<file path="src/rtl/hfp_pkg.sv">
package hfp_pkg;

  // Input item kinds
  typedef enum logic [1:0] {
    ACT_DATA  = 2'd0,
    ACT_EOS   = 2'd1,
    ACT_DRAIN = 2'd2,
    ACT_NONE  = 2'd3
  } action_e;

  // Packet kinds carried on every output byte
  typedef enum logic [1:0] {
    KIND_SINGLE = 2'd0,
    KIND_FIRST  = 2'd1,
    KIND_MIDDLE = 2'd2,
    KIND_LAST   = 2'd3
  } kind_e;

  // Packet emission state, one-hot
  typedef enum logic [7:0] {
    M_IDLE       = 8'b0000_0001,
    M_SINGLE     = 8'b0000_0010,
    M_FIRST_BODY = 8'b0000_0100,
    M_MID_BODY   = 8'b0000_1000,
    M_LAST_BODY  = 8'b0001_0000,
    M_FIRST_HDR  = 8'b0010_0000,
    M_LAST_HDR   = 8'b0100_0000,
    M_NEXT_FRAG  = 8'b1000_0000
  } mode_e;

  localparam logic [7:0]  FU_HDR0           = 8'h62;  // type 49 shifted into NAL header
  localparam logic [7:0]  FU_HDR1           = 8'h01;
  localparam logic [7:0]  FU_S_BIT          = 8'h80;
  localparam logic [7:0]  FU_E_BIT          = 8'h40;
  localparam logic [5:0]  TYPE_MASK         = 6'h3F;
  localparam logic [10:0] PAYLOAD_LIMIT_RST = 11'd1400;
  localparam int          MIN_PAYLOAD       = 4;
  localparam int          LEFT_W            = 11;

  // One output byte with its sideband
  typedef struct packed {
    logic [7:0] data;
    logic       first;
    logic       last;
    kind_e      kind;
    logic       done;
  } item_t;

  // Back part reports what it took from the window and the end list
  typedef struct packed {
    logic consume;
    logic end_pop;
  } back_status_t;

endpackage

</file>
<file path="src/rtl/hfp_back.sv">
module hfp_back #(
  parameter int WINDOW_BYTES = 2048
) (
  input  logic                               clk_i,
  input  logic                               rst_ni,
  input  logic                               cmd_valid_i,
  input  logic                               cmd_done_i,
  output logic                               cmd_pop_o,
  input  logic [$clog2(WINDOW_BYTES+1)-1:0]  eff_payload_i,
  input  logic [$clog2(WINDOW_BYTES+1)-1:0]  unread_i,
  input  logic [$clog2(WINDOW_BYTES+1)-1:0]  ecount_i,
  input  logic                               discard_i,
  output logic [$clog2(WINDOW_BYTES)-1:0]    win_raddr_o,
  input  logic [7:0]                         win_rdata_i,
  output logic [$clog2(WINDOW_BYTES)-1:0]    end_raddr_o,
  input  logic [$clog2(WINDOW_BYTES)-1:0]    end_rdata_i,
  output hfp_pkg::back_status_t              status_o,
  output logic                               out_valid_o,
  input  logic                               out_ready_i,
  output hfp_pkg::item_t                     out_item_o
);

  import hfp_pkg::*;

  localparam int IW = $clog2(WINDOW_BYTES);
  localparam int CW = $clog2(WINDOW_BYTES + 1);
  localparam logic [IW-1:0] LAST_IDX = IW'(WINDOW_BYTES - 1);

  logic [IW-1:0]     rd_q, rd_d, erd_q, erd_d;
  logic              byte_ok_q, byte_ok_d, end_ok_q, end_ok_d;
  mode_e             mode_q, mode_d;
  logic [5:0]        type_q, type_d;
  logic [LEFT_W-1:0] left_q, left_d, left_n;
  item_t             burst_q [4];
  item_t             burst_d [4];
  item_t             nb [4];
  logic [2:0]        bcnt_q, bcnt_d, n;
  logic [1:0]        bidx_q, bidx_d;
  item_t             out_q, out_d;
  logic              out_valid_q, out_valid_d;
  logic              load_out, burst_free, end_known, start, m_last, last;
  logic              consume, end_pop;
  logic [CW-1:0]     rem, len0, len7;
  kind_e             kind;
  logic [7:0]        fu;

  // Length left in the head NAL unit, when its end is known
  always_comb begin
    if (end_rdata_i >= rd_q) rem = CW'(end_rdata_i) - CW'(rd_q) + CW'(1);
    else rem = CW'(WINDOW_BYTES) + CW'(end_rdata_i) - CW'(rd_q) + CW'(1);
  end
  assign m_last    = end_ok_q && (end_rdata_i == rd_q);
  assign len0      = (end_ok_q && (rem <= eff_payload_i + CW'(2))) ? rem : '0;
  assign len7      = (end_ok_q && (rem <= eff_payload_i)) ? rem : '0;
  assign end_known = end_ok_q || (ecount_i == '0);

  assign load_out   = !out_valid_q || out_ready_i;
  assign burst_free = (bcnt_q == 3'd0) || ((bcnt_q == 3'd1) && load_out);
  assign start      = cmd_valid_i && byte_ok_q && end_known && burst_free;

  always_comb begin
    mode_d      = mode_q;
    type_d      = type_q;
    left_d      = left_q;
    left_n      = left_q;
    burst_d     = burst_q;
    bcnt_d      = bcnt_q;
    bidx_d      = bidx_q;
    out_d       = out_q;
    out_valid_d = out_valid_q;
    consume     = 1'b0;
    end_pop     = 1'b0;
    n           = 3'd0;
    kind        = KIND_SINGLE;
    fu          = 8'h00;
    last        = 1'b0;
    for (int i = 0; i < 4; i++) nb[i] = '0;

    // Advance the output register from the burst
    if (load_out) begin
      if (bcnt_q != 3'd0) begin
        out_d       = burst_q[bidx_q];
        out_valid_d = 1'b1;
        bidx_d      = bidx_q + 2'd1;
        bcnt_d      = bcnt_q - 3'd1;
      end else begin
        out_valid_d = 1'b0;
      end
    end

    // Carry out one pop request
    if (start) begin
      consume = 1'b1;
      end_pop = m_last;
      case (mode_q)
        M_SINGLE, M_FIRST_BODY, M_MID_BODY, M_LAST_BODY: begin
          if (mode_q == M_SINGLE) kind = KIND_SINGLE;
          else if (mode_q == M_FIRST_BODY) kind = KIND_FIRST;
          else if (mode_q == M_MID_BODY) kind = KIND_MIDDLE;
          else kind = KIND_LAST;
          last  = (left_q <= LEFT_W'(1)) || m_last;
          nb[0] = '{data: win_rdata_i, first: 1'b0, last: last, kind: kind, done: 1'b0};
          n     = 3'd1;
          if (left_q != '0) left_d = left_q - LEFT_W'(1);
          if (last) begin
            mode_d = (((mode_q == M_FIRST_BODY) || (mode_q == M_MID_BODY)) && !m_last) ?
                     M_NEXT_FRAG : M_IDLE;
          end
        end
        M_FIRST_HDR, M_LAST_HDR: begin
          kind  = (mode_q == M_FIRST_HDR) ? KIND_FIRST : KIND_LAST;
          fu    = ((mode_q == M_FIRST_HDR) ? FU_S_BIT : FU_E_BIT) | {2'b00, type_q};
          nb[0] = '{data: FU_HDR1, first: 1'b0, last: 1'b0, kind: kind, done: 1'b0};
          nb[1] = '{data: fu, first: 1'b0, last: 1'b0, kind: kind, done: 1'b0};
          n     = 3'd2;
          mode_d = (mode_q == M_FIRST_HDR) ? M_FIRST_BODY : M_LAST_BODY;
        end
        M_NEXT_FRAG: begin
          if (len7 != '0) begin
            kind   = KIND_LAST;
            fu     = FU_E_BIT | {2'b00, type_q};
            left_n = LEFT_W'(len7);
          end else begin
            kind   = KIND_MIDDLE;
            fu     = {2'b00, type_q};
            left_n = LEFT_W'(eff_payload_i);
          end
          last  = (left_n <= LEFT_W'(1)) || m_last;
          nb[0] = '{data: FU_HDR0, first: 1'b1, last: 1'b0, kind: kind, done: 1'b0};
          nb[1] = '{data: FU_HDR1, first: 1'b0, last: 1'b0, kind: kind, done: 1'b0};
          nb[2] = '{data: fu, first: 1'b0, last: 1'b0, kind: kind, done: 1'b0};
          nb[3] = '{data: win_rdata_i, first: 1'b0, last: last, kind: kind, done: 1'b0};
          n     = 3'd4;
          left_d = left_n - LEFT_W'(1);
          if (last) mode_d = ((kind == KIND_MIDDLE) && !m_last) ? M_NEXT_FRAG : M_IDLE;
          else mode_d = (kind == KIND_LAST) ? M_LAST_BODY : M_MID_BODY;
        end
        default: begin
          if ((len0 != '0) && (len0 <= eff_payload_i)) begin
            left_d = LEFT_W'(len0 - CW'(1));
            nb[0]  = '{data: win_rdata_i, first: 1'b1, last: (len0 == CW'(1)),
                       kind: KIND_SINGLE, done: 1'b0};
            mode_d = (len0 != CW'(1)) ? M_SINGLE : M_IDLE;
          end else begin
            type_d = win_rdata_i[6:1] & TYPE_MASK;
            if (len0 != '0) begin
              left_d = LEFT_W'(len0 - CW'(2));
              nb[0]  = '{data: FU_HDR0, first: 1'b1, last: 1'b0, kind: KIND_LAST,
                         done: 1'b0};
              mode_d = M_LAST_HDR;
            end else begin
              left_d = LEFT_W'(eff_payload_i);
              nb[0]  = '{data: FU_HDR0, first: 1'b1, last: 1'b0, kind: KIND_FIRST,
                         done: 1'b0};
              mode_d = M_FIRST_HDR;
            end
          end
          n = 3'd1;
        end
      endcase
      nb[2'(n - 3'd1)].done = cmd_done_i;
      burst_d = nb;
      bcnt_d  = n;
      bidx_d  = 2'd0;
    end

    // Step the read pointers and judge the next read
    rd_d      = consume ? ((rd_q == LAST_IDX) ? '0 : rd_q + IW'(1)) : rd_q;
    erd_d     = end_pop ? ((erd_q == LAST_IDX) ? '0 : erd_q + IW'(1)) : erd_q;
    byte_ok_d = !discard_i && (consume ? (unread_i > CW'(1)) : (unread_i != '0));
    end_ok_d  = end_pop ? (ecount_i > CW'(1)) : (ecount_i != '0);
  end

  always_ff @(posedge clk_i or negedge rst_ni) begin
    if (!rst_ni) begin
      rd_q        <= '0;
      erd_q       <= '0;
      byte_ok_q   <= 1'b0;
      end_ok_q    <= 1'b0;
      mode_q      <= M_IDLE;
      type_q      <= 6'd0;
      left_q      <= '0;
      bcnt_q      <= 3'd0;
      bidx_q      <= 2'd0;
      out_valid_q <= 1'b0;
    end else begin
      rd_q        <= rd_d;
      erd_q       <= erd_d;
      byte_ok_q   <= byte_ok_d;
      end_ok_q    <= end_ok_d;
      mode_q      <= mode_d;
      type_q      <= type_d;
      left_q      <= left_d;
      bcnt_q      <= bcnt_d;
      bidx_q      <= bidx_d;
      out_valid_q <= out_valid_d;
    end
  end

  always_ff @(posedge clk_i) begin
    burst_q <= burst_d;
    out_q   <= out_d;
  end

  assign cmd_pop_o        = start;
  assign win_raddr_o      = rd_d;
  assign end_raddr_o      = erd_d;
  assign status_o.consume = consume;
  assign status_o.end_pop = end_pop;
  assign out_valid_o      = out_valid_q;
  assign out_item_o       = out_q;

endmodule

</file>
<file path="config.mk">
export PLATFORM = sky130hd
export DESIGN_NAME = hfp_back
export DESIGN_NICKNAME = d
export VERILOG_FILES = /design/src/rtl/hfp_pkg.sv /design/src/rtl/hfp_back.sv
export SDC_FILE = /design/constraint.sdc
export NUM_CORES = 1
export LEC_CHECK = 0
export ABC_AREA = 1
export BUFFER_PORTS_ARGS = -buffer_cell sky130_fd_sc_hd__buf_2
export CORE_ASPECT_RATIO = 0.8
export CORE_MARGIN = 5
export CORE_UTILIZATION = 52
export CTS_CLUSTER_DIAMETER = 30
export DETAILED_ROUTE_END_ITERATION = 6
export PLACE_DENSITY_LB_ADDON = 0.1
export SYNTH_ARGS = -nofsm -noshare
export SYNTH_HDL_FRONTEND = slang
export SYNTH_SLANG_ARGS = --single-unit
export TNS_END_PERCENT = 20
</file>
<file path="constraint.sdc">
create_clock -name clk_i -period 6.7 [get_ports clk_i]
set_input_delay 2.01 -clock clk_i [delete_from_list [all_inputs] [get_ports clk_i]]
set_output_delay 2.01 -clock clk_i [all_outputs]
set_load 0.02 [all_outputs]
</file>
==> run metrics <==
CP arrival=6.44 ns; mux cell area share after synthesis=0; initial antenna violation count=0; hold buffer count at cts=0; synthesized flop and latch total=roughly 110; Fmax=approximately 0.16 GHz; Top FF cell, synth=edfxtp_1; worst vdd ir=~0.16 mV; Synth Area in Compound Gates=0.108; Worst Reg-to-Reg Cells=33; post-synthesis xor/xnor area fraction=0.0420; crit path capture type=flip-flop; minimum clock period=around 6.4 ns; GPL Wtd Cong=approximately 0.93; Post-Synth Adder-Cell Area=0.118; worst-path fanout max=6; first-pass GRT wire length=between 30 and 40 mm; Slew Limit Fails=0; design area=between 10,000 and 15,000 µm²; CP max stage cell=fa_1; Die Height=about 130 µm; area delta synth->final=19.0%; die area=19,500 µm²; final hold vios=0; Area contributors post-synth=edfxtp_1 (19%), dfrtp_1 (15%), ha_1 (11%), nand2_1 (10%), inv_1 (6.5%); DRT iter0 DRCs=roughly 630; routed len/inst=15.5 µm; vias in the first global route=~7,700; Layout Nets=between 1,000 and 1,500; Max Cap Viol=0; Clock Sinks=~110; HPWL after DPL=about 18 mm; status=finished, final reports clean; largest net degree at the start of global routing=56; hold slack final=approximately 0.5 ns; area share of and/or/nand/nor cells after synthesis=0.294; share of cells above drive strength 1=0.221; Diodes inserted=0; remaining antenna violation count=0; Post-Route WL=23.5 mm; deepest clock path buffer count=2; core area=approximately 17,000 µm²; Clock Latency Late Sink=between 0.3 and 0.4 ns; gr usage total=0.240; CTS tree=built; R2R Path End=burst_q[41]; CP Class=in2reg; PortBufs=99; Post-synth top cells=nand2_1 (233), inv_1 (152), nor2_1 (135), ha_1 (74), nand3_1 (74); Synth area leader=edfxtp_1; Final Skew=around 0.013 ns; Synth top area share=0.193; clk slew on worst S/H paths=about 0.070 ns; mapped cell area=a little under 9000 µm²; Worst slew margin=0.435; H-tree depth=3; Worst R2R Setup Slack=about 1.5 ns; asr flop ratio synth=0.495; Worst Path Required=~6.8 ns; hold_sp=type_q[2]; Slew @ Worst Pin=between 0.8 and 0.9 ns; row count=between 40 and 50; most frequent cell after synthesis=nand2_1; YS warnings=0; final setup vio count=0; sequential cell area fraction in the yosys report=0.351; # IOs=100; number of enable flip-flop cells after synthesis=56; Via density=approximately 5.4; Avg Inst Size Synth=7.67 µm²; crit-path max cell delay=0.56 ns; Num CTS Buffers=9; GRT overflow=0; Root Buffer=clkbuf_16; final worst-path cycle share=0.952; Initial Utilization=0.529; Pleak=5.12 nW; synthesized instance count=1,138; hold endpoint=type_q[2]; chip width=approximately 150 µm; post-synth cell types=55; DRT Pass-1 Iters=5; Filler cells=1,526; PD cells=roughly 460 nW/µm²; Area after DPL=just under 10,000 µm²; largest family of logic cells by synthesized area=simple AND/OR/NAND/NOR gates; total power=about 4.8 mW; Hold Path Class=reg2reg; DR vias=8,173; Min-Delay Path Depth=2; net count of the mapped netlist=between 1,000 and 1,500; kind of start point of the critical path=primary input; Remaining DRCs=0; most used cell, CP=nand2_1; Worst R2R Start=rd_q[3]
-- stage by stage --
| step | util | TNS (ns) | cells | setup WS [ns] |
|---|---|---|---|---|
| after floorplan | - | 0 | 1138 | 0.186 |
| after global placement | 0.599 | 0 | 1500 | 0.00243 |
| after detailed placement | 0.599 | -2.16 | 1500 | -0.157 |
| after CTS | 0.617 | 0 | 1516 | 0.215 |
| after global routing | 0.630 | -0.136 | 1521 | -0.0304 |
| final | 0.630 | 0 | 1521 | 0.321 |
-- kinds of logic (layout without fill, tap and decap cells) --
logic type / Yosys count / after routing
buffers and inverters: 189 / 352
adder cells (fa/ha/maj): 79 / 79
flip-flops: 111 / 111
other: 1 / 1
AO/OA/AOI/OAI: 167 / 167
AND/OR/NAND/NOR: 550 / 550
XOR/XNOR: 41 / 41
-- area by class of cell --
cell class	instances	area (µm²)	share of cell area
Clock inverter	6	51.3	0.00494
Sequential cell	111	3060	0.294
Tap cell	220	275	0.0265
Inverter	163	616	0.0593
Clock buffer	10	239	0.0230
Multi-Input combinational cell	838	5070	0.488
Timing Repair Buffer	173	1080	0.104
-- state kept, by name, indices dropped and copies added (netlist names) --
signal / count
burst_q: 43
out_item_o: 13
erd_q: 11
left_q: 11
rd_q: 11
mode_q: 8
type_q: 6
bcnt_q: 3
bidx_q: 2
byte_ok_q: 1
end_ok_q: 1
out_valid_o: 1
-- cells in the final DEF, fill, tap and decap left out, types with 8 or more instances in the layout --
master       n
nand3_2     12
xor2_1      33
nand3_1     71
nor3_1      12
buf_4       69
nand2_2     25
nor4_1      11
clkbuf_16    9
nand2_1    225
buf_2      100
o211ai_1     9
o21ai_1     17
ha_1        69
nand4_1     19
edfxtp_1    56
inv_2       12
nand2_4      8
inv_1      148
nor2_1     132
dfrtp_1     54
o22ai_1     12
o21ai_0     66
a21oi_1     42
-- worst max-delay path by stage --
stage / start / to / cells after the start
after floorplan: end_rdata_i[1] / left_q[2] / 41
after global placement: end_rdata_i[1] / burst_q[45] / 35
after detailed placement: end_rdata_i[1] / burst_q[50] / 35
after CTS: end_rdata_i[1] / burst_q[50] / 35
after global routing: end_rdata_i[1] / burst_q[49] / 36
final: end_rdata_i[7] / burst_q[41] / 34
-- critical path, delay by kind of cell --
family | cells | cell delay, ns
fa+ha+maj | 4 | 1.32
simple gates | 14 | 1.19
compound gates | 6 | 0.84
buf+inv | 10 | 1.04
-- where the power goes --
part / switching, mW / internal, mW
combinational: 2.00 / 1.15
clock: 0.254 / 0.269
sequential: 0.142 / 0.963
-- metal layers --
metal,wire length [µm],vias up,share of wire,GRT usage
met5,0,-,0,0
met4,115,0,0.0049,0.0286
met3,2280,13,0.097,0.0549
met2,10000,308,0.43,0.359
met1,11100,3773,0.47,0.368
li1,-,4079,-,-
-- timing repair --
item | 4_1_cts | 5_1_grt
endpoints found under the setup margin | 0 | 36
gates resized for setup | 0 | 45
setup buffers | 0 | 3
No activity file was read; power rests on OpenSTA's default activity.
