<file path="src/rtl/hfp_cmd_fifo.sv">
module hfp_cmd_fifo (
  input  logic clk_i,
  input  logic rst_ni,
  input  logic push_i,
  input  logic data_i,
  output logic full_o,
  input  logic pop_i,
  output logic valid_o,
  output logic data_o
);

  logic [1:0] data_q;
  logic       wp_q, rp_q;
  logic [1:0] cnt_q;

  assign full_o  = (cnt_q == 2'd2);
  assign valid_o = (cnt_q != 2'd0);
  assign data_o  = data_q[rp_q];

  // Hold up to two pop requests
  always_ff @(posedge clk_i or negedge rst_ni) begin
    if (!rst_ni) begin
      wp_q  <= 1'b0;
      rp_q  <= 1'b0;
      cnt_q <= 2'd0;
    end else begin
      if (push_i) wp_q <= ~wp_q;
      if (pop_i) rp_q <= ~rp_q;
      cnt_q <= cnt_q + 2'(push_i) - 2'(pop_i);
    end
  end

  always_ff @(posedge clk_i) begin
    if (push_i) data_q[wp_q] <= data_i;
  end

endmodule

</file>
<file path="config.mk">
export PLATFORM = sky130hd
export DESIGN_NAME = hfp_cmd_fifo
export DESIGN_NICKNAME = d
export VERILOG_FILES = /design/src/rtl/hfp_cmd_fifo.sv
export SDC_FILE = /design/constraint.sdc
export NUM_CORES = 1
export LEC_CHECK = 0
export BUFFER_PORTS_ARGS = -buffer_cell sky130_fd_sc_hd__buf_4
export CORE_AREA = 2 2 39 41
export CTS_BUF_LIST = sky130_fd_sc_hd__clkbuf_4 sky130_fd_sc_hd__clkbuf_8
export DETAILED_ROUTE_END_ITERATION = 10
export DIE_AREA = 0 0 41 43
export GPL_TIMING_DRIVEN = 0
export PLACE_DENSITY_LB_ADDON = 0.08
export SLEW_MARGIN = 20
export SYNTH_ARGS = -nofsm -noshare
export SYNTH_HDL_FRONTEND = slang
export SYNTH_SLANG_ARGS = --single-unit
</file>
<file path="constraint.sdc">
create_clock -name clk_i -period 2.1 [get_ports clk_i]
set_input_delay 0.42 -clock clk_i [delete_from_list [all_inputs] [get_ports clk_i]]
set_output_delay 0.42 -clock clk_i [all_outputs]
set_load 0.01 [all_outputs]
</file>
==> metrics.md, run 1 <==
| Metric | Value |
|---|---|
| Final wirelength | 443 microns |
| Max Buffers Root-to-Sink | 2 |
| Vias/cell | 3.62 |
| Die X | 41 microns |
| Synth top area share | 37.0% |
| Vias in the first global route | 193 |
| Setup crit start kind | flip-flop |
| CP Max Fanout | 2 |
| Diode count | 0 |
| DRT Pass-1 Iters | 1 |
| Synthesized area | 270 sq um |
| Slew Viols, Final | 0 |
| Gr ovfl total | 0 |
| Commonest non-fill, non-tap cells in the layout | buf_4, dfrtp_1, clkbuf_4 |
| Crit share post-route | 71.0% |
| Synth-to-layout area growth | 38.9% |
| First-pass GRT wire length | 745 microns |
| Sinks on Clock Net | 6 |
| Initial core utilization | 19.5% |
| Most common cell after layout, fill and taps aside | buf_4 |
| Avg WL per Cell | 9.84 microns |
| Setup TNS | 0 ns |
| Initial antenna violation count | 0 |
| Cells after Synth | 18 |
| Largest cells by area after synthesis | dfrtp_1, edfxtp_1, ha_1, xor3_1, xor2_1 |
| PwrDens | 1300 mW/mm^2 |
| Area leader, netlist | dfrtp_1 |
| Fin nets | 38 |
| Total GRT Usage | 7.40% |
| DRC violation total after the first TritonRoute iteration | 0 |
| Peak Freq | 671 MHz |
| Postcts setup bufs | 0 |
| Syn Nets | 25 |
| Reg-to-reg endpoint | cnt_q[1] |
| I/O pins | 8 |
| Post-cts hold buffer count | 1 |
| Skew final | 0.00278 ns |
| Leak | 0.180 nW |
| CTS tree | built |
| DRC | 0 |
| Final ANT Viol Nets | 0 |
| Slew headroom | 91.6% |
| Crit. End Element | output port |
| Vias | 163 |
| Final setup fails | 0 |
| H-Tree Depth | 1 |
| Total CTS buffers | 3 |
| Synth unique cells | 10 |
| Die area | 0.00176 sq mm |
| RSZ-0062 raised after global routing | false |
| Core box area | 0.00138 sq mm |
| Clock slew at reported path FFs | 0.04 ns |
| Max_cap viols | 0 |
| Critical Path RT | 1.68 ns |
| VDD IR max | 377 uV |
| Synth Warn # | 0 |
| # rows | 14 |
| Seq/Total Area, Yosys | 59.3% |
| IO Port Bufs | 7 |
| Post-cts sizing count | 0 |
| Maximum number of pins on one net before global-route repair | 5 |
| Final Total Pwr | 0.000488 W |
| Critical Path Start | rp_q |
| Fin. Hold Viols | 0 |
| Least-Margin Pin Slew | 0.126 ns |
| Clk_lat worst skew | 0.24 ns |
| Die height | 43 microns |
| Post-Syn Area per Cell | 15.0 sq um |
| Worst setup endpoint | data_o |
| Crit Path Class | reg -> out |
| Synthesized flop and latch total | 6 |
| Launching point of the worst reg2reg path | cnt_q[0] |
| Cell count of the worst reg-to-reg path | 5 |
| Share of cells above drive strength 1 | 41.4% |
| Clock root buffer master | clkbuf_4 |
| Final min period | 1.49 ns |
| RePlAce Congestion | 0.578 |
| R2R setup slack | 0.89 ns |
| Worst hold-check path type | in -> reg |
| Status | finished, final reports clean |
| CP Data Arrival Time | 1.07 ns |
==> synthesized netlist by cell type <==
| cell | instances |
|---|---|
| edfxtp_1 | 2 |
| or2_2 | 1 |
| xor3_1 | 1 |
| mux2_2 | 1 |
| nor2b_1 | 2 |
| xor2_1 | 2 |
| and2_1 | 1 |
| inv_1 | 2 |
| ha_1 | 2 |
| dfrtp_1 | 4 |
==> layer usage <==
| layer | wire [microns] | GRT usage [%] | vias to the layer above |
|---|---|---|---|
| met4 | 0 | 10.0 | 0 |
| met2 | 232 | 9.69 | 6 |
| li1 | - | - | 81 |
| met3 | 43 | 3.14 | 0 |
| met5 | 0 | 0 | - |
| met1 | 167 | 6.95 | 76 |
==> layout make-up <==
| type | count | area, sq um |
|---|---|---|
| clock buffer | 3 | 22.5 |
| sequential | 6 | 160 |
| tap | 16 | 20.0 |
| timing repair buffer | 8 | 62.6 |
| inverter | 2 | 7.51 |
| fill | 140 | 1010 |
| multi-input combinational | 10 | 103 |
==> kinds of logic (layout without fill, tap and decap cells) <==
kind of cell | Yosys count | in the layout | synth area share [%]
xor gates and xnor gates | 3 | 3 | 15.3
adders and majority gates | 2 | 2 | 9.26
buffers and inverters | 2 | 13 | 2.78
DFF | 6 | 6 | 59.3
muxes | 1 | 1 | 4.17
and+or+nand+nor | 4 | 4 | 9.26
==> per-stage QoR <==
stage,cells,util (%),hold WS (ns),setup WS (ns),instance area (sq um)
2_1_floorplan,18,-,0.124,0.904,270
3_3_place_gp,41,24.8,0.223,0.743,343
3_5_place_dp,41,24.8,0.222,0.726,343
4_1_cts,45,27.1,0.358,0.595,375
5_1_grt,45,27.1,0.349,0.550,375
6_report,45,27.1,0.367,0.609,375
==> worst max-delay path, cell delays in order (launching register included) <==
cell	delay, ns
dfrtp_1	0.35
mux2_2	0.33
buf_4	0.14
==> state kept, by name, indices dropped and copies added, names as in the netlist <==
signal,count
cnt_q,2
data_q,2
rp_q,1
wp_q,1
==> power breakdown <==
part / switching, W / internal [W]
clock: 0.0000401 / 0.0000645
sequential: 0.0000314 / 0.000172
combinational: 0.0000636 / 0.000116
==> worst min path at each step <==
stage                     cells past startpoint  startpoint  slack (ns)   endpoint
after floorplan                               0      rst_ni        0.12   cnt_q[0]
after global placement                        1      rst_ni        0.22       rp_q
after detailed placement                      1      rst_ni        0.22   cnt_q[0]
after CTS                                     1      data_i        0.36  data_q[1]
after global routing                          1      data_i        0.35  data_q[1]
final                                         1      data_i        0.37  data_q[1]
Note: power is estimated with default switching activity, not from simulation.
==> run 2, diff against run 1 <==
Settings changed: ABC_AREA from default to 1.
Clock period 2.1 ns to 1.4 ns, I/O delays scaled along.
==> metrics.md, run 2 <==
| Metric | Value |
|---|---|
| Max_cap viols | 0 |
| Worst path cell trace | o21ai_0 > buf_4 |
| DRC | 0 |
| Die X | 41 microns |
| Leak | 0.214 nW |
| Seq/Total Area, Yosys | 57.1% |
| Avg WL per Cell | 7.86 microns |
| Fillcell total | 139 |
| Setup crit start kind | flip-flop |
| Most common flop cell mapped by yosys | dfrtp_1 |
| Vias | 203 |
| Max Buffers Root-to-Sink | 2 |
| Most numerous cell in the Yosys netlist | nand2_1 |
| Cell count of the worst reg-to-reg path | 6 |
| Total GRT Usage | 6.28% |
| Sw power | 0.000250 W |
| Cell count along the critical path | 2 |
| Share of cells above drive strength 1 | 28.6% |
| Dpl cell area | 353 sq um |
| Gr ovfl total | 0 |
| Slew headroom | 91.0% |
| Initial antenna violation count | 0 |
| Clk_lat worst skew | 0.24 ns |
| DRT Pass-1 Iters | 4 |
| Synthesized area | 280 sq um |
| Area leader, netlist | dfrtp_1 |
| Syn Nets | 37 |
| Clock slew at reported path FFs | 0.05 ns |
| Async set-reset flop share out of synthesis | 66.7% |
| RePlAce Congestion | 0.642 |
| Post-cts sizing count | 0 |
| Synth-to-layout area growth | 40.2% |
| Vias in the first global route | 175 |
| Maximum number of pins on one net before global-route repair | 5 |
| Status | finished, final reports clean |
| Die area | 0.00176 sq mm |
| Flop pwr share | 39.0% |
| Worst hold-check path type | in -> reg |
| Logic pwr share | 35.9% |
| Setup slack after layout | 0.185 ns |
| Synth top area share | 35.7% |
| CP Buf/Inv Count | 1 |
| Vias/cell | 3.50 |
| IO Port Bufs | 7 |
| Biggest regs | cnt_q (2), data_q (2) |
| Crit share post-route | 86.8% |
| Initial core utilization | 20.3% |
| Most common cell after layout, fill and taps aside | nand2_1 |
| Sinks on Clock Net | 6 |
| Largest cells by area after synthesis | dfrtp_1, edfxtp_1, nand2_1, inv_1, ha_1 |
| Core box area | 0.00138 sq mm |
| Critical Path RT | 1.12 ns |
| Critical Path Max Stage Delay | 0.39 ns |
| Clock share of power | 25.1% |
| RSZ-0062 raised after global routing | false |
| Post-DP HPWL | 352 microns |
| Clock root buffer master | clkbuf_4 |
| Final Total Pwr | 0.000765 W |
| VDD IR max | 657 uV |
| Finished Cell Area | 393 sq um |
| Placed Instances | 53 |
| Post-synth EDFFs | 2 |
| Total CTS buffers | 3 |
| DRC violation total after the first TritonRoute iteration | 9 |
| # rows | 14 |
| List of most frequent post-synthesis cells | nand2_1, inv_1, dfrtp_1 |
| Switching Share | 32.7% |
| Hold Path Cell Cnt | 1 |
| CP Max Fanout | 3 |
| Delay-heaviest family, CP | flip-flops |
| Setup TNS | 0 ns |
| Synth unique cells | 10 |
| CP Data Arrival Time | 0.93 ns |
| CTS tree | built |
| Die height | 43 microns |
| Final setup fails | 0 |
| Final wirelength | 456 microns |
| Least-Margin Pin Slew | 0.134 ns |
| First-pass GRT wire length | 648 microns |
| Skew final | 0.0000817 ns |
| Commonest non-fill, non-tap cells in the layout | nand2_1, inv_1, buf_4 |
| Slew Viols, Final | 0 |
| Setup WS pre-CTS | 0.251 ns |
| Non-filler cells, final | 58 |
| Cells after Synth | 30 |
| Diode count | 0 |
| Crit. End Element | output port |
| Slowest cell on the critical path | dfrtp_1 |
| Int Pwr | 0.000515 W |
| Crit Path Class | reg -> out |
| Fin. Hold Viols | 0 |
| Final min period | 1.21 ns |
| Final ANT Viol Nets | 0 |
| Peak Freq | 823 MHz |
| PwrDens | 1950 mW/mm^2 |
| H-Tree Depth | 1 |
| Synth Warn # | 0 |
| Post-Syn Area per Cell | 9.34 sq um |
| Fin nets | 50 |
| I/O pins | 8 |
| Synthesized flop and latch total | 6 |
==> run 2: cell type report <==
cell class	count	area (sq um)	area share [%]
multi-input cells	16	90.1	22.9
flip-flops and latches	6	160	40.8
well taps	16	20.0	5.10
clock buffers	4	30.0	7.64
repair buffers	8	62.6	15.9
inverters	8	30.0	7.64
==> run 2: path summary, 6_finish.rpt <==
path	from	end	slack (ns)
max	rp_q	data_o	0.19
min	data_i	data_q[0]	0.22
max reg2reg	cnt_q[0]	cnt_q[1]	0.28
min reg2reg	rp_q	rp_q	0.48
max in group asynchronous	rst_ni	cnt_q[0]	0.92
min in group asynchronous	rst_ni	wp_q	0.37
==> run 2: cell families (layout without fill, tap and decap cells) <==
group / count (synthesis) / in the layout / synth area share, %
and+or+nand+nor: 11 / 11 / 15.2
DFF: 6 / 6 / 57.1
xor gates and xnor gates: 2 / 2 / 6.25
buffers and inverters: 8 / 20 / 10.7
adders and majority gates: 2 / 2 / 8.93
AOI/OAI and AO/OA: 1 / 1 / 1.78
==> run 2: metrics by stage <==
stage	util (%)	hold WS, ns
finish	28.4	0.219
global route	28.4	0.207
CTS	28.4	0.206
detailed placement	25.5	0.0825
global placement	25.5	0.0812
floorplan	-	-0.0156
==> run 2: power by group through the flow <==
| stage | clock network, W | registers (W) | logic (W) |
|---|---|---|---|
| 6_report | 0.000192 | 0.000298 | 0.000275 |
| 5_1_grt | 0.000210 | 0.000311 | 0.000306 |
| 3_3_place_gp | 0 | 0.000303 | 0.000266 |
| 2_1_floorplan | 0 | 0.000295 | 0.000170 |
| 3_5_place_dp | 0 | 0.000301 | 0.000276 |
| 4_1_cts | 0.000202 | 0.000299 | 0.000280 |
==> run 2: what timing repair did <==
action / 4_1_cts / 5_1_grt
endpoints found under the hold margin: 4 / 0
setup buffers: 0 / 0
hold buffers: 1 / 0
==> run 2: layer usage <==
layer | routed length, microns | part of all wire, % | vias to the layer above | track usage [%]
met1 | 207 | 45 | 84 | 7.92
met3 | 40 | 8.8 | 0 | 3.14
met5 | 0 | 0 | - | 0
met2 | 208 | 46 | 5 | 6.25
li1 | - | - | 114 | -
met4 | 0 | 0 | 0 | 8.00
==> run 3, diff against run 2 <==
Settings changed: ABC_AREA 1 to default.
==> metrics.md, run 3 (same netlist as run 1, synthesis figures left out) <==
| Metric | Value |
|---|---|
| Crit share post-route | 96.5% |
| # rows | 14 |
| I/O pins | 8 |
| Crit. End Element | output port |
| Biggest regs | cnt_q (2), data_q (2) |
| Die X | 41 microns |
| Fin nets | 39 |
| CP Max Fanout | 2 |
| Vias in the first global route | 193 |
| Share of cells above drive strength 1 | 43.3% |
| Clock share of power | 20.9% |
| Fin. Hold Viols | 0 |
| Initial antenna violation count | 0 |
| Total GRT Usage | 7.40% |
| Worst hold-check path type | in -> reg |
| Final wirelength | 450 microns |
| H-Tree Depth | 1 |
| Crit Path Class | reg -> out |
| PwrDens | 1970 mW/mm^2 |
| Gr ovfl total | 0 |
| Sinks on Clock Net | 6 |
| Slew Viols, Final | 0 |
| Slew headroom | 91.6% |
| Flop pwr share | 39.7% |
| Post-cts sizing count | 0 |
| Diode count | 0 |
| Initial core utilization | 19.5% |
| Fillcell total | 140 |
| Hold slack | 0.227 ns |
| Status | finished, final reports clean |
| Final min period | 1.35 ns |
| Most common cell after layout, fill and taps aside | buf_4 |
| Core box area | 0.00138 sq mm |
| Avg WL per Cell | 9.78 microns |
| CTS tree | built |
| Maximum number of pins on one net before global-route repair | 5 |
| RSZ-0062 raised after global routing | false |
| DRT Pass-1 Iters | 1 |
| VDD IR max | 570 uV |
| Die area | 0.00176 sq mm |
| DRC violation total after the first TritonRoute iteration | 0 |
| Max Buffers Root-to-Sink | 2 |
| Setup WS pre-CTS | 0.166 ns |
| Die height | 43 microns |
| Max_cap viols | 0 |
| Int Pwr | 0.000546 W |
| DRC | 0 |
| Peak Freq | 740 MHz |
| Sw power | 0.000206 W |
| Setup crit start kind | flip-flop |
| Clock slew at reported path FFs | 0.04 ns |
| Leak | 0.185 nW |
| Synth-to-layout area growth | 41.7% |
| Clk_lat worst skew | 0.24 ns |
| First-pass GRT wire length | 745 microns |
| Least-Margin Pin Slew | 0.126 ns |
| Commonest non-fill, non-tap cells in the layout | buf_4, dfrtp_1, clkbuf_4 |
| Vias/cell | 3.63 |
| CP Data Arrival Time | 1.07 ns |
| Skew final | 0.00278 ns |
| IO Port Bufs | 7 |
| Critical Path RT | 1.12 ns |
| Final Util | 27.7% |
| Clock root buffer master | clkbuf_4 |
| Logic pwr share | 39.4% |
| RePlAce Congestion | 0.578 |
| Setup slack after layout | 0.0494 ns |
| Total CTS buffers | 3 |
| Switching Share | 27.4% |
| Final ANT Viol Nets | 0 |
| Final setup fails | 0 |
| Vias | 167 |
| Setup TNS | 0 ns |
[run 3: stage by stage]
stage / instances / instance area [sq um] / total power (W)
floorplan: 18 / 270 / 0.000476
global placement: 41 / 343 / 0.000569
detailed placement: 41 / 343 / 0.000580
CTS: 45 / 375 / 0.000748
global route: 46 / 383 / 0.000825
finish: 46 / 383 / 0.000753
[run 3: area by class of cell]
type,instances,area (sq um),area share (%)
clock buffer,3,22.5,5.88
inverter,2,7.51,1.96
multi-input combinational,10,103,26.8
sequential,6,160,41.8
tap,16,20.0,5.23
timing repair buffer,9,70.1,18.3
[run 3: power by group through the flow]
| stage | logic [W] | clock network, W | registers [W] |
|---|---|---|---|
| 2_1_floorplan | 0.000178 | 0 | 0.000298 |
| 3_3_place_gp | 0.000263 | 0 | 0.000306 |
| 3_5_place_dp | 0.000272 | 0 | 0.000308 |
| 4_1_cts | 0.000276 | 0.000166 | 0.000306 |
| 5_1_grt | 0.000335 | 0.000178 | 0.000311 |
| 6_report | 0.000297 | 0.000157 | 0.000299 |
[run 3: path summary, 6_finish.rpt]
path                       startpoint        end  slack, ns  cells after the start
setup / recovery                 rp_q     data_o       0.05                      2
hold / removal                 data_i  data_q[1]       0.23                      1
setup reg to reg             cnt_q[0]   cnt_q[1]       0.19                      5
hold reg to reg                  rp_q       rp_q       0.47                      1
max in group asynchronous      rst_ni   cnt_q[0]       0.91                      2
min in group asynchronous      rst_ni       wp_q       0.38                      2
[run 3: routing by layer]
metal	wire [microns]	GRT usage [%]
met2	235	9.69
met3	43	3.14
met5	0	0
met1	171	6.95
met4	0	10.0
[run 3: timing repair]
action                                 in CTS  in global routing
setup buffers                               0                  1
setup endpoints to repair                   0                  1
endpoints found under the hold margin       4                  0
hold buffers                                1                  0
[run 3: critical path, cell delays in order (launching register included)]
cell and delay [ns]:
dfrtp_1 0.35, mux2_2 0.33, buf_4 0.14
