<file path="src/rtl/hfp_pkg.sv">
package hfp_pkg;

  // Input item kinds
  typedef enum logic [1:0] {
    ACT_DATA  = 2'd0,
    ACT_EOS   = 2'd1,
    ACT_DRAIN = 2'd2,
    ACT_NONE  = 2'd3
  } action_e;

  // Packet kinds carried on every output byte
  typedef enum logic [1:0] {
    KIND_SINGLE = 2'd0,
    KIND_FIRST  = 2'd1,
    KIND_MIDDLE = 2'd2,
    KIND_LAST   = 2'd3
  } kind_e;

  // Packet emission state, one-hot
  typedef enum logic [7:0] {
    M_IDLE       = 8'b0000_0001,
    M_SINGLE     = 8'b0000_0010,
    M_FIRST_BODY = 8'b0000_0100,
    M_MID_BODY   = 8'b0000_1000,
    M_LAST_BODY  = 8'b0001_0000,
    M_FIRST_HDR  = 8'b0010_0000,
    M_LAST_HDR   = 8'b0100_0000,
    M_NEXT_FRAG  = 8'b1000_0000
  } mode_e;

  localparam logic [7:0]  FU_HDR0           = 8'h62;  // type 49 shifted into NAL header
  localparam logic [7:0]  FU_HDR1           = 8'h01;
  localparam logic [7:0]  FU_S_BIT          = 8'h80;
  localparam logic [7:0]  FU_E_BIT          = 8'h40;
  localparam logic [5:0]  TYPE_MASK         = 6'h3F;
  localparam logic [10:0] PAYLOAD_LIMIT_RST = 11'd1400;
  localparam int          MIN_PAYLOAD       = 4;
  localparam int          LEFT_W            = 11;

  // One output byte with its sideband
  typedef struct packed {
    logic [7:0] data;
    logic       first;
    logic       last;
    kind_e      kind;
    logic       done;
  } item_t;

  // Back part reports what it took from the window and the end list
  typedef struct packed {
    logic consume;
    logic end_pop;
  } back_status_t;

endpackage

</file>
<file path="src/rtl/hfp_front.sv">
module hfp_front #(
  parameter int WINDOW_BYTES = 2048
) (
  input  logic                               clk_i,
  input  logic                               rst_ni,
  input  logic                               in_valid_i,
  output logic                               in_ready_o,
  input  logic [1:0]                         in_action_i,
  input  logic [7:0]                         in_byte_i,
  input  logic [$clog2(WINDOW_BYTES+1)-1:0]  eff_payload_i,
  input  logic                               cmd_full_i,
  output logic                               cmd_push_o,
  output logic                               cmd_done_o,
  output logic                               win_we_o,
  output logic [$clog2(WINDOW_BYTES)-1:0]    win_waddr_o,
  output logic [7:0]                         win_wdata_o,
  output logic                               end_we_o,
  output logic [$clog2(WINDOW_BYTES)-1:0]    end_waddr_o,
  output logic [$clog2(WINDOW_BYTES)-1:0]    end_wdata_o,
  output logic [$clog2(WINDOW_BYTES+1)-1:0]  unread_o,
  output logic [$clog2(WINDOW_BYTES+1)-1:0]  ecount_o,
  output logic                               discard_o,
  input  hfp_pkg::back_status_t              back_i
);

  import hfp_pkg::*;

  localparam int IW = $clog2(WINDOW_BYTES);
  localparam int CW = $clog2(WINDOW_BYTES + 1);
  localparam logic [CW-1:0] FULL = CW'(WINDOW_BYTES);
  localparam logic [IW-1:0] LAST_IDX = IW'(WINDOW_BYTES - 1);

  logic [CW-1:0] fill_q, fill_d, unread_q, unread_d, ecount_q, ecount_d, fill_p;
  logic [IW-1:0] wr_q, wr_d, last_wr_q, last_wr_d, ewr_q, ewr_d;
  logic [1:0]    zr_q, zr_d;
  logic          seen_q, seen_d, next_nal_q, next_nal_d, ended_q, ended_d;
  logic          popped_q, popped_d;
  action_e       act;
  logic          is_data, is_sc, needs_flush, push_room, flush_go, accept;
  logic          push, write, close, pop, pop_done, discard, data_step, end_we;
  logic [7:0]    push_val;

  // Classify the waiting request
  assign act         = action_e'(in_action_i);
  assign is_data     = (act == ACT_DATA) && !ended_q;
  assign is_sc       = (in_byte_i == 8'h01) && (zr_q >= 2'd2);
  assign needs_flush = (is_data && (in_byte_i != 8'h00) && !is_sc) ||
                       ((act == ACT_EOS) && !ended_q);
  assign push_room   = !((unread_q == FULL) && (fill_q != FULL));
  assign flush_go    = in_valid_i && needs_flush && (zr_q != 2'd0) && push_room;
  assign in_ready_o  = !(needs_flush && (zr_q != 2'd0)) && push_room && !cmd_full_i;
  assign accept      = in_valid_i && in_ready_o;

  always_comb begin
    zr_d      = zr_q;
    seen_d    = seen_q;
    ended_d   = ended_q;
    push      = 1'b0;
    push_val  = 8'h00;
    close     = 1'b0;
    pop       = 1'b0;
    pop_done  = 1'b0;
    discard   = 1'b0;
    data_step = 1'b0;
    if (flush_go) begin
      // Push one pending zero ahead of the waiting request
      push = 1'b1;
      zr_d = zr_q - 2'd1;
    end else if (accept) begin
      case (act)
        ACT_DATA: begin
          if (!ended_q) begin
            data_step = 1'b1;
            if (in_byte_i == 8'h00) begin
              if (zr_q != 2'd3) zr_d = zr_q + 2'd1;
              else push = 1'b1;
            end else if (is_sc) begin
              zr_d   = 2'd0;
              seen_d = 1'b1;
              if (!seen_q && !popped_q) discard = 1'b1;
              else close = 1'b1;
            end else begin
              push     = 1'b1;
              push_val = in_byte_i;
            end
          end
        end
        ACT_EOS: begin
          if (!ended_q) begin
            close   = 1'b1;
            ended_d = 1'b1;
          end
        end
        ACT_DRAIN: begin
          if (ended_q && (fill_q != '0)) begin
            pop      = 1'b1;
            pop_done = (fill_q == CW'(1));
          end
        end
        default: ;
      endcase
    end

    // Window bookkeeping
    write  = push && (fill_q != FULL);
    fill_p = discard ? '0 : fill_q + CW'(write);
    if (data_step && (fill_p > eff_payload_i + CW'(4))) pop = 1'b1;
    fill_d   = fill_p - CW'(pop);
    unread_d = (discard ? '0 : unread_q + CW'(write)) - CW'(back_i.consume);
    wr_d     = discard ? '0 : (write ? ((wr_q == LAST_IDX) ? '0 : wr_q + IW'(1)) : wr_q);
    last_wr_d = write ? wr_q : last_wr_q;

    // Mark the end of the open NAL unit
    end_we   = close && !next_nal_q && (fill_q != '0);
    ecount_d = ecount_q + CW'(end_we) - CW'(back_i.end_pop);
    ewr_d    = end_we ? ((ewr_q == LAST_IDX) ? '0 : ewr_q + IW'(1)) : ewr_q;

    next_nal_d = next_nal_q;
    if (write) next_nal_d = 1'b0;
    if (close || discard) next_nal_d = 1'b1;
    popped_d = popped_q || pop;
  end

  always_ff @(posedge clk_i or negedge rst_ni) begin
    if (!rst_ni) begin
      fill_q     <= '0;
      unread_q   <= '0;
      ecount_q   <= '0;
      wr_q       <= '0;
      last_wr_q  <= '0;
      ewr_q      <= '0;
      zr_q       <= 2'd0;
      seen_q     <= 1'b0;
      next_nal_q <= 1'b1;
      ended_q    <= 1'b0;
      popped_q   <= 1'b0;
    end else begin
      fill_q     <= fill_d;
      unread_q   <= unread_d;
      ecount_q   <= ecount_d;
      wr_q       <= wr_d;
      last_wr_q  <= last_wr_d;
      ewr_q      <= ewr_d;
      zr_q       <= zr_d;
      seen_q     <= seen_d;
      next_nal_q <= next_nal_d;
      ended_q    <= ended_d;
      popped_q   <= popped_d;
    end
  end

  assign win_we_o    = write;
  assign win_waddr_o = wr_q;
  assign win_wdata_o = push_val;
  assign end_we_o    = end_we;
  assign end_waddr_o = ewr_q;
  assign end_wdata_o = last_wr_q;
  assign cmd_push_o  = pop;
  assign cmd_done_o  = pop_done;
  assign unread_o    = unread_q;
  assign ecount_o    = ecount_q;
  assign discard_o   = discard;

endmodule

</file>
<file path="config.mk">
export PLATFORM = sky130hd
export DESIGN_NAME = hfp_front
export DESIGN_NICKNAME = d
export VERILOG_FILES = /design/src/rtl/hfp_pkg.sv /design/src/rtl/hfp_front.sv
export SDC_FILE = /design/constraint.sdc
export NUM_CORES = 1
export LEC_CHECK = 0
export BUFFER_PORTS_ARGS = -buffer_cell sky130_fd_sc_hd__buf_4
export CORE_MARGIN = 3
export CORE_UTILIZATION = 49
export CTS_BUF_LIST = sky130_fd_sc_hd__clkbuf_4
export DETAILED_ROUTE_END_ITERATION = 16
export PLACE_DENSITY = 0.72
export SETUP_SLACK_MARGIN = 0.5
export SYNTH_ARGS = -nofsm -noshare
export SYNTH_HDL_FRONTEND = slang
export SYNTH_SLANG_ARGS = --single-unit
export TNS_END_PERCENT = 10
</file>
<file path="constraint.sdc">
create_clock -name clk_i -period 16.6 [get_ports clk_i]
set_input_delay 1.66 -clock clk_i [delete_from_list [all_inputs] [get_ports clk_i]]
set_output_delay 1.66 -clock clk_i [all_outputs]
set_load 0.01 [all_outputs]
</file>
==> results.md, run 1 <==
* Status: completed
* Placement Cell Area at 6280 um2
* Measured slew at the worst slew-check pin at 0.933 ns
* Clk Latency, worst-skew pair at 0.45 ns
* Critical path arrival at 6.70 ns
* Initial antenna violation count at 1
* Cell Pwr Density at 138 nW/um2
* DRC violations left at 0
* Share of cells above drive strength 1 at 17.4%
* Crit Path Class: in -> out
* Max Slew Vio Count at 0
* Yosys warnings at 0
* CTS Buf Count at 9
* CP Launch Type: input pin
* Post-synth top area share at 34.0%
* Crit-path max cell delay at 0.55 ns
* Via Count at 5138
* Peak VDD IR at 89.1 uV
* Fin crit share at 50.4%
* Clk sinks at 75
* Buffers added on ports at 98
* Final ANT Viol Nets at 0
* H-tree depth at 3
* Worst Path Required at 14.94 ns
* Buf+Inv Stages, Crit Path at 4
* CTS tree: built
* Router iterations before antenna repair at 4
* Total Routed Length at 13900 um
* Worst Skew at 0.0145 ns
* Cell Chain, Critical Path: buf_4 > or4_4 > o41a_1 > o2111ai_2 > buf_4 > inv_1 > ha_1 > and2_1 > and3_1 > xor2_1 > and2_1 > ha_1 > and2_0 > a221o_1 > a2111oi_0 > o22ai_1 > and2_1 > buf_4
* Multi-input gate area at 3320 um2
* Die X at 111 um
* Asr flop ratio synth at 100%
* Max_cap viols at 0
* Final GP Congestion at 0.883
* Die area at 12400 um2
* Nets at 799
* Final TNS setup at 0 ns
* Main synth FF type: dfrtp_1
* Resized cells post-CTS at 0
* Total power at 881 uW
* Simple-Gate Fraction of Synth Area at 26.7%
* Hold Slack at 0.489 ns
* Clock slew at reported path FFs at 0.13 ns
* Clock Root Buffer: clkbuf_4
* Util after Layout at 60.7%
* Setup Buffers After CTS at 0
* Mux contribution to synthesized area at 1.88%
* Syn Inst Count at 647
* Post-route cell area at 6400 um2
* Pin count of the biggest net entering global routing at 76
* Cell taking the most area after synthesis: dfrtp_1
* Syn nets at 715
* Post-synth EDFFs at 0
* FMAX at 0.120 GHz
* Avg WL per Cell at 16.0 um
* # fillers at 964
* Area grow syn2layout at 17.4%
* Slowest stage cell, crit path: or4_4
* RSZ-0062 raised after global routing: no
* FF/Latch Area at 1880 um2
* Synth Area in Compound Gates at 15.5%
* First-pass GRT wire length at 23600 um
* Core footprint at 10600 um2
* Type of the most critical hold path: reg -> reg
* I/O Pins at 99
* Post-synthesis cell area at 5450 um2
* Combinational family with the most area after synthesis: simple AND/OR/NAND/NOR gates
* Flop and latch count out of synthesis at 75
* Vias per inst at 5.89
* Largest delay share family, worst path: compound AO/OA/AOI/OAI gates
* Final setup fails at 0
* Number of global-route vias before repair at 4983
* Netlist cell types at 66
* Dominant cell by count in the synthesized netlist: nand2_1
* Top cells by count, synth: nand2_1, dfrtp_1, inv_1
* Die outline height at 111 um
* Mean Syn Cell Area at 8.43 um2
* Fin crit period at 8.36 ns
* Detailed Route Iter0 Violations at 294
* Synth Area in Adders at 9.32%
* CP max FO at 27
* Synth Area in XOR/XNOR at 7.23%
* CTS Buffer Depth at 2
* Sequential-to-total area share from yosys stat at 34.4%
* HPWL Detailed at 10400 um
* Worst Setup End Kind: primary output
* Gr usage total at 22.5%
* Rel. slew slack at 37.8%
* Grt ovf at 0
* Hold Violations, Final at 0
* Initial Util at 51.7%
* Pleak at 3.05 nW
* Cts hold-fix bufs at 0
* Top post-synthesis cells by area: dfrtp_1, ha_1, nand2_1
* Rows at 37
==> final timing paths <==
path / from / end / slack, ns / cells past startpoint
max: in_byte_i[4] / cmd_push_o / 8.24 / 18
min: zr_q[0] / zr_q[0] / 0.49 / 1
max reg2reg: zr_q[0] / fill_q[6] / 10.21 / 25
min reg2reg: zr_q[0] / zr_q[0] / 0.49 / 1
max in group asynchronous: rst_ni / fill_q[4] / 14.67 / 1
min in group asynchronous: rst_ni / ecount_o[11] / 1.35 / 1
==> worst register-to-register path: cells and delay by family, from the launching register on <==
family / cells / cell delay [ns]
AO/OA/AOI/OAI: 7 / 1.80
adder cells (fa/ha/maj): 6 / 1.66
AND/OR/NAND/NOR: 7 / 1.54
buffers and inverters: 5 / 0.95
flip-flops: 1 / 0.40
==> state kept, by name, summed over array words and instances (netlist names) <==
signal       cells
next_nal_q       1
seen_q           1
ecount_o        12
end_waddr_o     11
win_waddr_o     11
ended_q          1
end_wdata_o     11
fill_q          12
unread_o        12
zr_q             2
popped_q         1
==> routing by layer <==
layer / track usage [%] / routed length [um]
met1: 29.4 / 6330
met2: 37.6 / 6660
met4: 6.73 / 187
met3: 5.00 / 760
met5: 0 / 0
==> cell usage in the layout (no fill, tap or decap), types with 3 or more instances in the layout <==
cell and n:
o31ai_1 4, o211ai_1 6, dfrtp_1 74, and4_1 7, nand4b_1 3, nand2_1 75, inv_1 41, or4_1 4
nand2b_1 4, nand3b_1 3, clkbuf_4 9, o21ai_0 27, a21oi_1 31, a2111oi_0 4, clkinv_4 3, nor4_1 15
ha_1 39, a21o_1 6, nor3_1 23, nand3_1 31, buf_4 100, nand4_1 18, mux2i_1 8, or3_1 14
o21ai_1 6, nor2_1 38, o22a_1 3, and2_1 21, xnor2_1 23, or2_2 3, a2bb2oi_1 3, o21a_1 5
and3_1 12, a22o_1 3, xor2_1 22, nor2b_1 6
==> final cells by class <==
type	count	share of cell area, %
Antenna cell	1	0.0391
Multi-Input combinational cell	502	51.8
Clock buffer	9	1.06
Inverter	43	2.54
Sequential cell	75	29.3
Timing Repair Buffer	100	11.7
Tap cell	136	2.66
Clock inverter	7	0.840
==> power by group <==
group | internal [mW] | total (mW) | switching [mW]
Combinational | 0.220 | 0.466 | 0.246
Clock | 0.0314 | 0.105 | 0.0735
Sequential | 0.236 | 0.311 | 0.0743
==> stage by stage <==
step / setup WS (ns) / std cells
CTS: 8.26 / 872
finish: 8.24 / 873
detailed placement: 8.28 / 856
global route: 7.86 / 873
global placement: 8.48 / 856
floorplan: 8.98 / 647
==> cells by family (layout without fill, tap and decap cells) <==
| logic type | after synthesis | count (layout) |
|---|---|---|
| xor+xnor | 45 | 45 |
| other cells | 0 | 1 |
| flops | 75 | 75 |
| compound gates | 125 | 125 |
| fa+ha+maj | 40 | 40 |
| simple gates | 282 | 282 |
| buf+inv | 70 | 159 |
| mux | 10 | 10 |
Power figures use the tool's default switching activity.
==> run 2, diff against run 1 <==
Settings changed: PLACE_DENSITY 0.72 to 0.74.
Clock period 16.6 ns to 6.7 ns, I/O delays scaled along.
==> run 2 against run 1 <==
Compared with the run above: global-route usage increased by 0.85 points; via count increased by 0.95%; combinational power increased to 2.5 times the previous value; sequential power increased by 150%; first-iteration DRC count increased by 12%; total power increased to 2.6 times the previous value; flip-flop and latch count unchanged; critical path depth decreased by 1; non-clock buffer count increased by 1; setup slack got worse by 7.2 ns.
==> results.md, run 2 (synthesis results as in run 1) <==
* Status: completed
* Max Slew Vio Count at 0
* Peak VDD IR at 336 uV
* Cell Chain, Critical Path: buf_4 > or4_4 > o41a_1 > o2111ai_2 > inv_1 > ha_1 > and2_1 > and3_1 > xor2_1 > and2_1 > ha_1 > and2_0 > a221o_1 > a2111oi_2 > o22ai_1 > and2_1 > buf_4
* R2r setup slk at 1.14 ns
* Setup Buffers After CTS at 0
* # fillers at 969
* Clock slew at reported path FFs at 0.12 ns
* # diodes at 0
* Final TNS setup at 0 ns
* Levels on crit path at 17
* Final setup fails at 0
* Clk sinks at 75
* Crit Path Class: in -> out
* Rel. slew slack at 36.4%
* Commonest non-fill, non-tap cell in the layout: buf_4
* Share of cells above drive strength 1 at 17.9%
* Pin count of the biggest net entering global routing at 76
* Avg WL per Cell at 16.5 um
* Most frequent cells in the layout: buf_4, nand2_1, dfrtp_1
* Clock Root Buffer: clkbuf_4
* H-tree depth at 3
* Via Count at 5187
* Fin crit share at 84.9%
* Total Routed Length at 14400 um
* Grt ovf at 0
* FF-to-FF End: fill_q[6]
* Vias per inst at 5.94
* Worst setup margin at 1.01 ns
* Die area at 12400 um2
* Area grow syn2layout at 18.7%
* Placement Cell Area at 6290 um2
* Global route hottest layer: met2
* HPWL Detailed at 10800 um
* Buffers added on ports at 98
* Gr usage total at 23.4%
* Global-route met3 utilization at 6.14%
* Placed Cells at 857
* Core footprint at 10600 um2
* Cts hold-fix bufs at 0
* Met1 GRT Util at 30.9%
* GR Util met2 at 38.4%
* Largest delay share family, worst path: compound AO/OA/AOI/OAI gates
* Critical path arrival at 5.02 ns
* Detailed Route Iter0 Violations at 329
* CP Launch Type: input pin
* Util after Layout at 61.3%
* CTS Buffer Depth at 2
* Pleak at 3.09 nW
* Nets at 800
* Router iterations before antenna repair at 5
* RR Startpoint: zr_q[0]
* Pre-CTS WS at 0.502 ns
* Post-route cell area at 6470 um2
* Final GP Congestion at 0.897
* Die outline height at 111 um
* Resized cells post-CTS at 0
* Critical Path End: cmd_push_o
* Initial antenna violation count at 0
* Critical Path Source: in_byte_i[4]
* Worst Setup End Kind: primary output
* Cell mode on critical path: and2_1
* Worst Path Required at 6.03 ns
* CP max FO at 5
* Max_cap viols at 0
* CTS tree: built
* Fin crit period at 5.69 ns
* DRC violations left at 0
* Reg2Reg Depth at 24
* Initial Util at 51.7%
* Measured slew at the worst slew-check pin at 0.954 ns
* Die X at 111 um
* Number of global-route vias before repair at 5058
* Crit-path max cell delay at 0.56 ns
* Final ANT Viol Nets at 0
* First-pass GRT wire length at 24300 um
* Clk Latency, worst-skew pair at 0.47 ns
* CTS Buf Count at 9
* Buf+Inv Stages, Crit Path at 3
* I/O Pins at 99
* FMAX at 0.176 GHz
* RSZ-0062 raised after global routing: no
* Cell Pwr Density at 351 nW/um2
* Type of the most critical hold path: in -> async
* Hold Violations, Final at 0
* Finished Layout Cells at 873
* Rows at 37
* Slowest stage cell, crit path: or4_4
* Worst Skew at 0.0240 ns
run 2: cell count changes in the layout (fill, tap and decap cells not counted), sizes merged:
cell,delta
bufinv,+2
clkbuf,+1
buf,+1
clkinv,-2
diode,-1
clkinvlp,-1
run 2: worst register-to-register path, stage by stage (launching register included):
cell and delay [ns]:
dfrtp_1 0.41, inv_1 0.09, ha_1 0.22, nor3b_2 0.25, o41a_1 0.29, o2111ai_2 0.18, inv_1 0.11, ha_1 0.25
ha_1 0.20, inv_1 0.05, or3_1 0.36, and2_1 0.23, nor2_1 0.21, ha_1 0.28, and2_0 0.17, a221o_1 0.31
a2111oi_2 0.42, o22ai_1 0.13, and2_1 0.20, ha_1 0.31, ha_1 0.31, inv_1 0.15, nor3_1 0.08, a22oi_1 0.16
o22a_1 0.15
run 2: layout make-up:
type	instances	area, um2	area share [%]
multi-input cells	502	3340	51.6
flip-flops and latches	75	1880	29.0
repair buffers	101	758	11.7
well taps	136	170	2.63
inverters	43	163	2.51
clock inverters	6	88.8	1.37
clock buffers	10	75.1	1.16
run 2: worst min-delay path by stage:
stage | from | endpoint | slack [ns] | depth (start not counted)
final | rst_ni | ecount_o[10] | 0.34 | 1
after global routing | rst_ni | ecount_o[3] | 0.38 | 1
after CTS | rst_ni | end_wdata_o[2] | 0.36 | 1
after detailed placement | end_wdata_o[2] | end_wdata_o[2] | 0.47 | 2
after global placement | end_wdata_o[4] | end_wdata_o[4] | 0.46 | 2
after floorplan | rst_ni | ecount_o[0] | 0.37 | 0
run 2: per-layer routing:
| layer | part of all wire, % | up-vias |
|---|---|---|
| met2 | 48 | 153 |
| li1 | - | 2510 |
| met3 | 5.6 | 23 |
| met4 | 1.3 | 0 |
| met5 | 0 | - |
| met1 | 45 | 2501 |
run 2: through the flow:
step | total power [mW] | hold WS [ns]
final | 2.27 | 0.344
after detailed placement | 1.93 | 0.473
after CTS | 2.27 | 0.359
after global placement | 1.89 | 0.460
after floorplan | 1.56 | 0.374
after global routing | 2.48 | 0.375
run 2: where the power goes:
part | leakage (nW) | internal, mW | switching (mW) | total (mW)
sequential | 0.964 | 0.585 | 0.183 | 0.769
combinational | 2.05 | 0.550 | 0.621 | 1.17
clock | 0.0846 | 0.156 | 0.173 | 0.329
==> run 3, diff against run 2 <==
Settings changed: PLACE_DENSITY 0.74 to 0.72.
Clock period 6.7 ns to 5.48 ns, I/O delays scaled along.
==> run 3 against run 2 <==
Compared with the run above: clock skew fell by 0.010 ns; total power rose by 23%; count of clock-buffer cells in the layout did not move; hold slack got worse by 0.073 ns; setup slack got worse by 0.53 ns; critical path type is now in -> reg; highest routed layer unchanged.
==> results.md, run 3 (synthesis results as in run 1) <==
* Multi-input gate area at 3550 um2
* Vias per inst at 5.88
* # fillers at 891
* Detailed Route Iter0 Violations at 397
* Final TNS setup at 0 ns
* Clock slew at reported path FFs at 0.12 ns
* Cell mode on critical path: buf_4
* Peak VDD IR at 369 uV
* Rel. slew slack at 34.3%
* Status: completed
* Worst Setup End Kind: flop
* WL met3 at 723 um
* # diodes at 0
* Share of cells above drive strength 1 at 23.6%
* Core footprint at 10600 um2
* Clk sinks at 75
* Met2 WL at 7050 um
* Placement Cell Area at 6380 um2
* Measured slew at the worst slew-check pin at 0.986 ns
* Final setup fails at 0
* Pin count of the biggest net entering global routing at 76
* Cell Pwr Density at 410 nW/um2
* Router iterations before antenna repair at 5
* Type of the most critical hold path: in -> async
* Pleak at 3.19 nW
* Die X at 111 um
* FF/Latch Area at 1880 um2
* Area grow syn2layout at 24.5%
* Reg2Reg Depth at 25
* Total Routed Length at 14400 um
* CP Launch Type: input pin
* Max Slew Vio Count at 0
* Most frequent cells in the layout: buf_4, nand2_1, dfrtp_1
* Worst Skew at 0.0138 ns
* Nets at 819
* Met1 Wirelength at 6390 um
* FF-to-FF End: popped_q
* Clk Latency, worst-skew pair at 0.42 ns
* Buffers added on ports at 98
* Crit-path max cell delay at 0.55 ns
* Slowest stage cell, crit path: or4_4
* Critical path arrival at 5.31 ns
* Worst Path Required at 5.79 ns
* Max_cap viols at 0
* RR Startpoint: zr_q[0]
* Commonest non-fill, non-tap cell in the layout: buf_4
* Rows at 37
* Number of global-route vias before repair at 4965
* Via Count at 5230
* Crit Path Class: in -> reg
* Final ANT Viol Nets at 0
* CTS Buffer Depth at 2
* Initial Util at 51.7%
* Fin crit period at 5.00 ns
* R2r setup slk at 0.53 ns
* Pre-CTS WS at 0.145 ns
* Die outline height at 111 um
* First-pass GRT wire length at 23700 um
* Hold Violations, Final at 0
* CTS tree: built
* Grt ovf at 0
* Avg WL per Cell at 16.2 um
* Worst setup margin at 0.482 ns
* Initial antenna violation count at 0
* Critical Path Source: in_byte_i[6]
* Die area at 12400 um2
* Cell Chain, Critical Path: buf_4 > or4_4 > o41a_1 > o2111ai_4 > inv_2 > ha_4 > and2_4 > and3_4 > xor2_4 > and2_4 > ha_4 > and2_4 > a221o_1 > a2111oi_4 > o22ai_2 > buf_4 > buf_4 > buf_4 > buf_4 > buf_4 > buf_4 > buf_4 > buf_4 > a21o_1
* Top routing layer in use: met4
* Clock Root Buffer: clkbuf_4
* RSZ-0062 raised after global routing: yes
* Critical Path End: popped_q
* H-tree depth at 3
* CP max FO at 5
* I/O Pins at 99
* FMAX at 0.200 GHz
* Post-route cell area at 6790 um2
* Fin crit share at 91.2%
* Final GP Congestion at 0.913
* CTS Buf Count at 9
* DRC violations left at 0
* HPWL Detailed at 10400 um
* Gr usage total at 22.6%
[run 3: changes by cell type in the layout (fill, tap and decap cells not counted), moves of 5 or more]
cell / delta
ha_1: -7
and2_1: -5
and2_4: +6
ha_4: +7
buf_4: +18
[run 3: how the worst min path moves through the flow]
| stage | from | cells after the start | to | slack (ns) |
|---|---|---|---|---|
| after floorplan | rst_ni | 0 | ecount_o[0] | 0.25 |
| after global placement | end_wdata_o[2] | 2 | end_wdata_o[2] | 0.46 |
| after detailed placement | end_wdata_o[6] | 2 | end_wdata_o[6] | 0.47 |
| after CTS | rst_ni | 1 | end_wdata_o[1] | 0.29 |
| after global routing | rst_ni | 1 | end_wdata_o[1] | 0.34 |
| final | rst_ni | 1 | ecount_o[10] | 0.27 |
[run 3: area by class of cell]
| cell class | count | area share [%] |
|---|---|---|
| Clock buffer | 10 | 1.11 |
| Clock inverter | 4 | 0.645 |
| Inverter | 43 | 2.45 |
| Multi-Input combinational cell | 502 | 52.3 |
| Sequential cell | 75 | 27.7 |
| Tap cell | 136 | 2.51 |
| Timing Repair Buffer | 120 | 13.3 |
[run 3: routing by layer]
metal  GRT usage [%]  vias to the layer above
met4            6.81                        0
met1            30.9                     2496
met5               0                        -
li1                -                     2533
met3            2.99                       23
met2            37.6                      178
[run 3: worst max-delay path, delay by kind of cell]
family | cells | cell delay, ns
compound gates | 6 | 1.77
simple gates | 5 | 1.24
buf+inv | 10 | 1.19
fa+ha+maj | 2 | 0.39
xor+xnor | 1 | 0.16
[run 3: timing repair]
action                     CTS  global route
hold buffers                 0             0
buffers inserted            11             5
gates resized for setup      8            23
setup endpoints to repair    3             5
pin swaps                    4            12
[run 3: where the power goes]
group	leakage, nW	total (mW)	internal, mW	switching (mW)
Sequential	0.963	0.949	0.716	0.232
Clock	0.0695	0.328	0.137	0.191
Combinational	2.16	1.51	0.729	0.778
Total	3.19	2.78	1.58	1.20
[run 3: per-stage QoR]
| step | util (%) | power (mW) | cells | hold WS (ns) |
|---|---|---|---|---|
| detailed placement | 60.5 | 2.38 | 860 | 0.467 |
| CTS | 62.7 | 2.74 | 885 | 0.292 |
| finish | 64.3 | 2.78 | 890 | 0.271 |
| floorplan | - | 1.92 | 647 | 0.252 |
| global route | 64.3 | 3.03 | 890 | 0.340 |
| global placement | 60.5 | 2.33 | 860 | 0.463 |
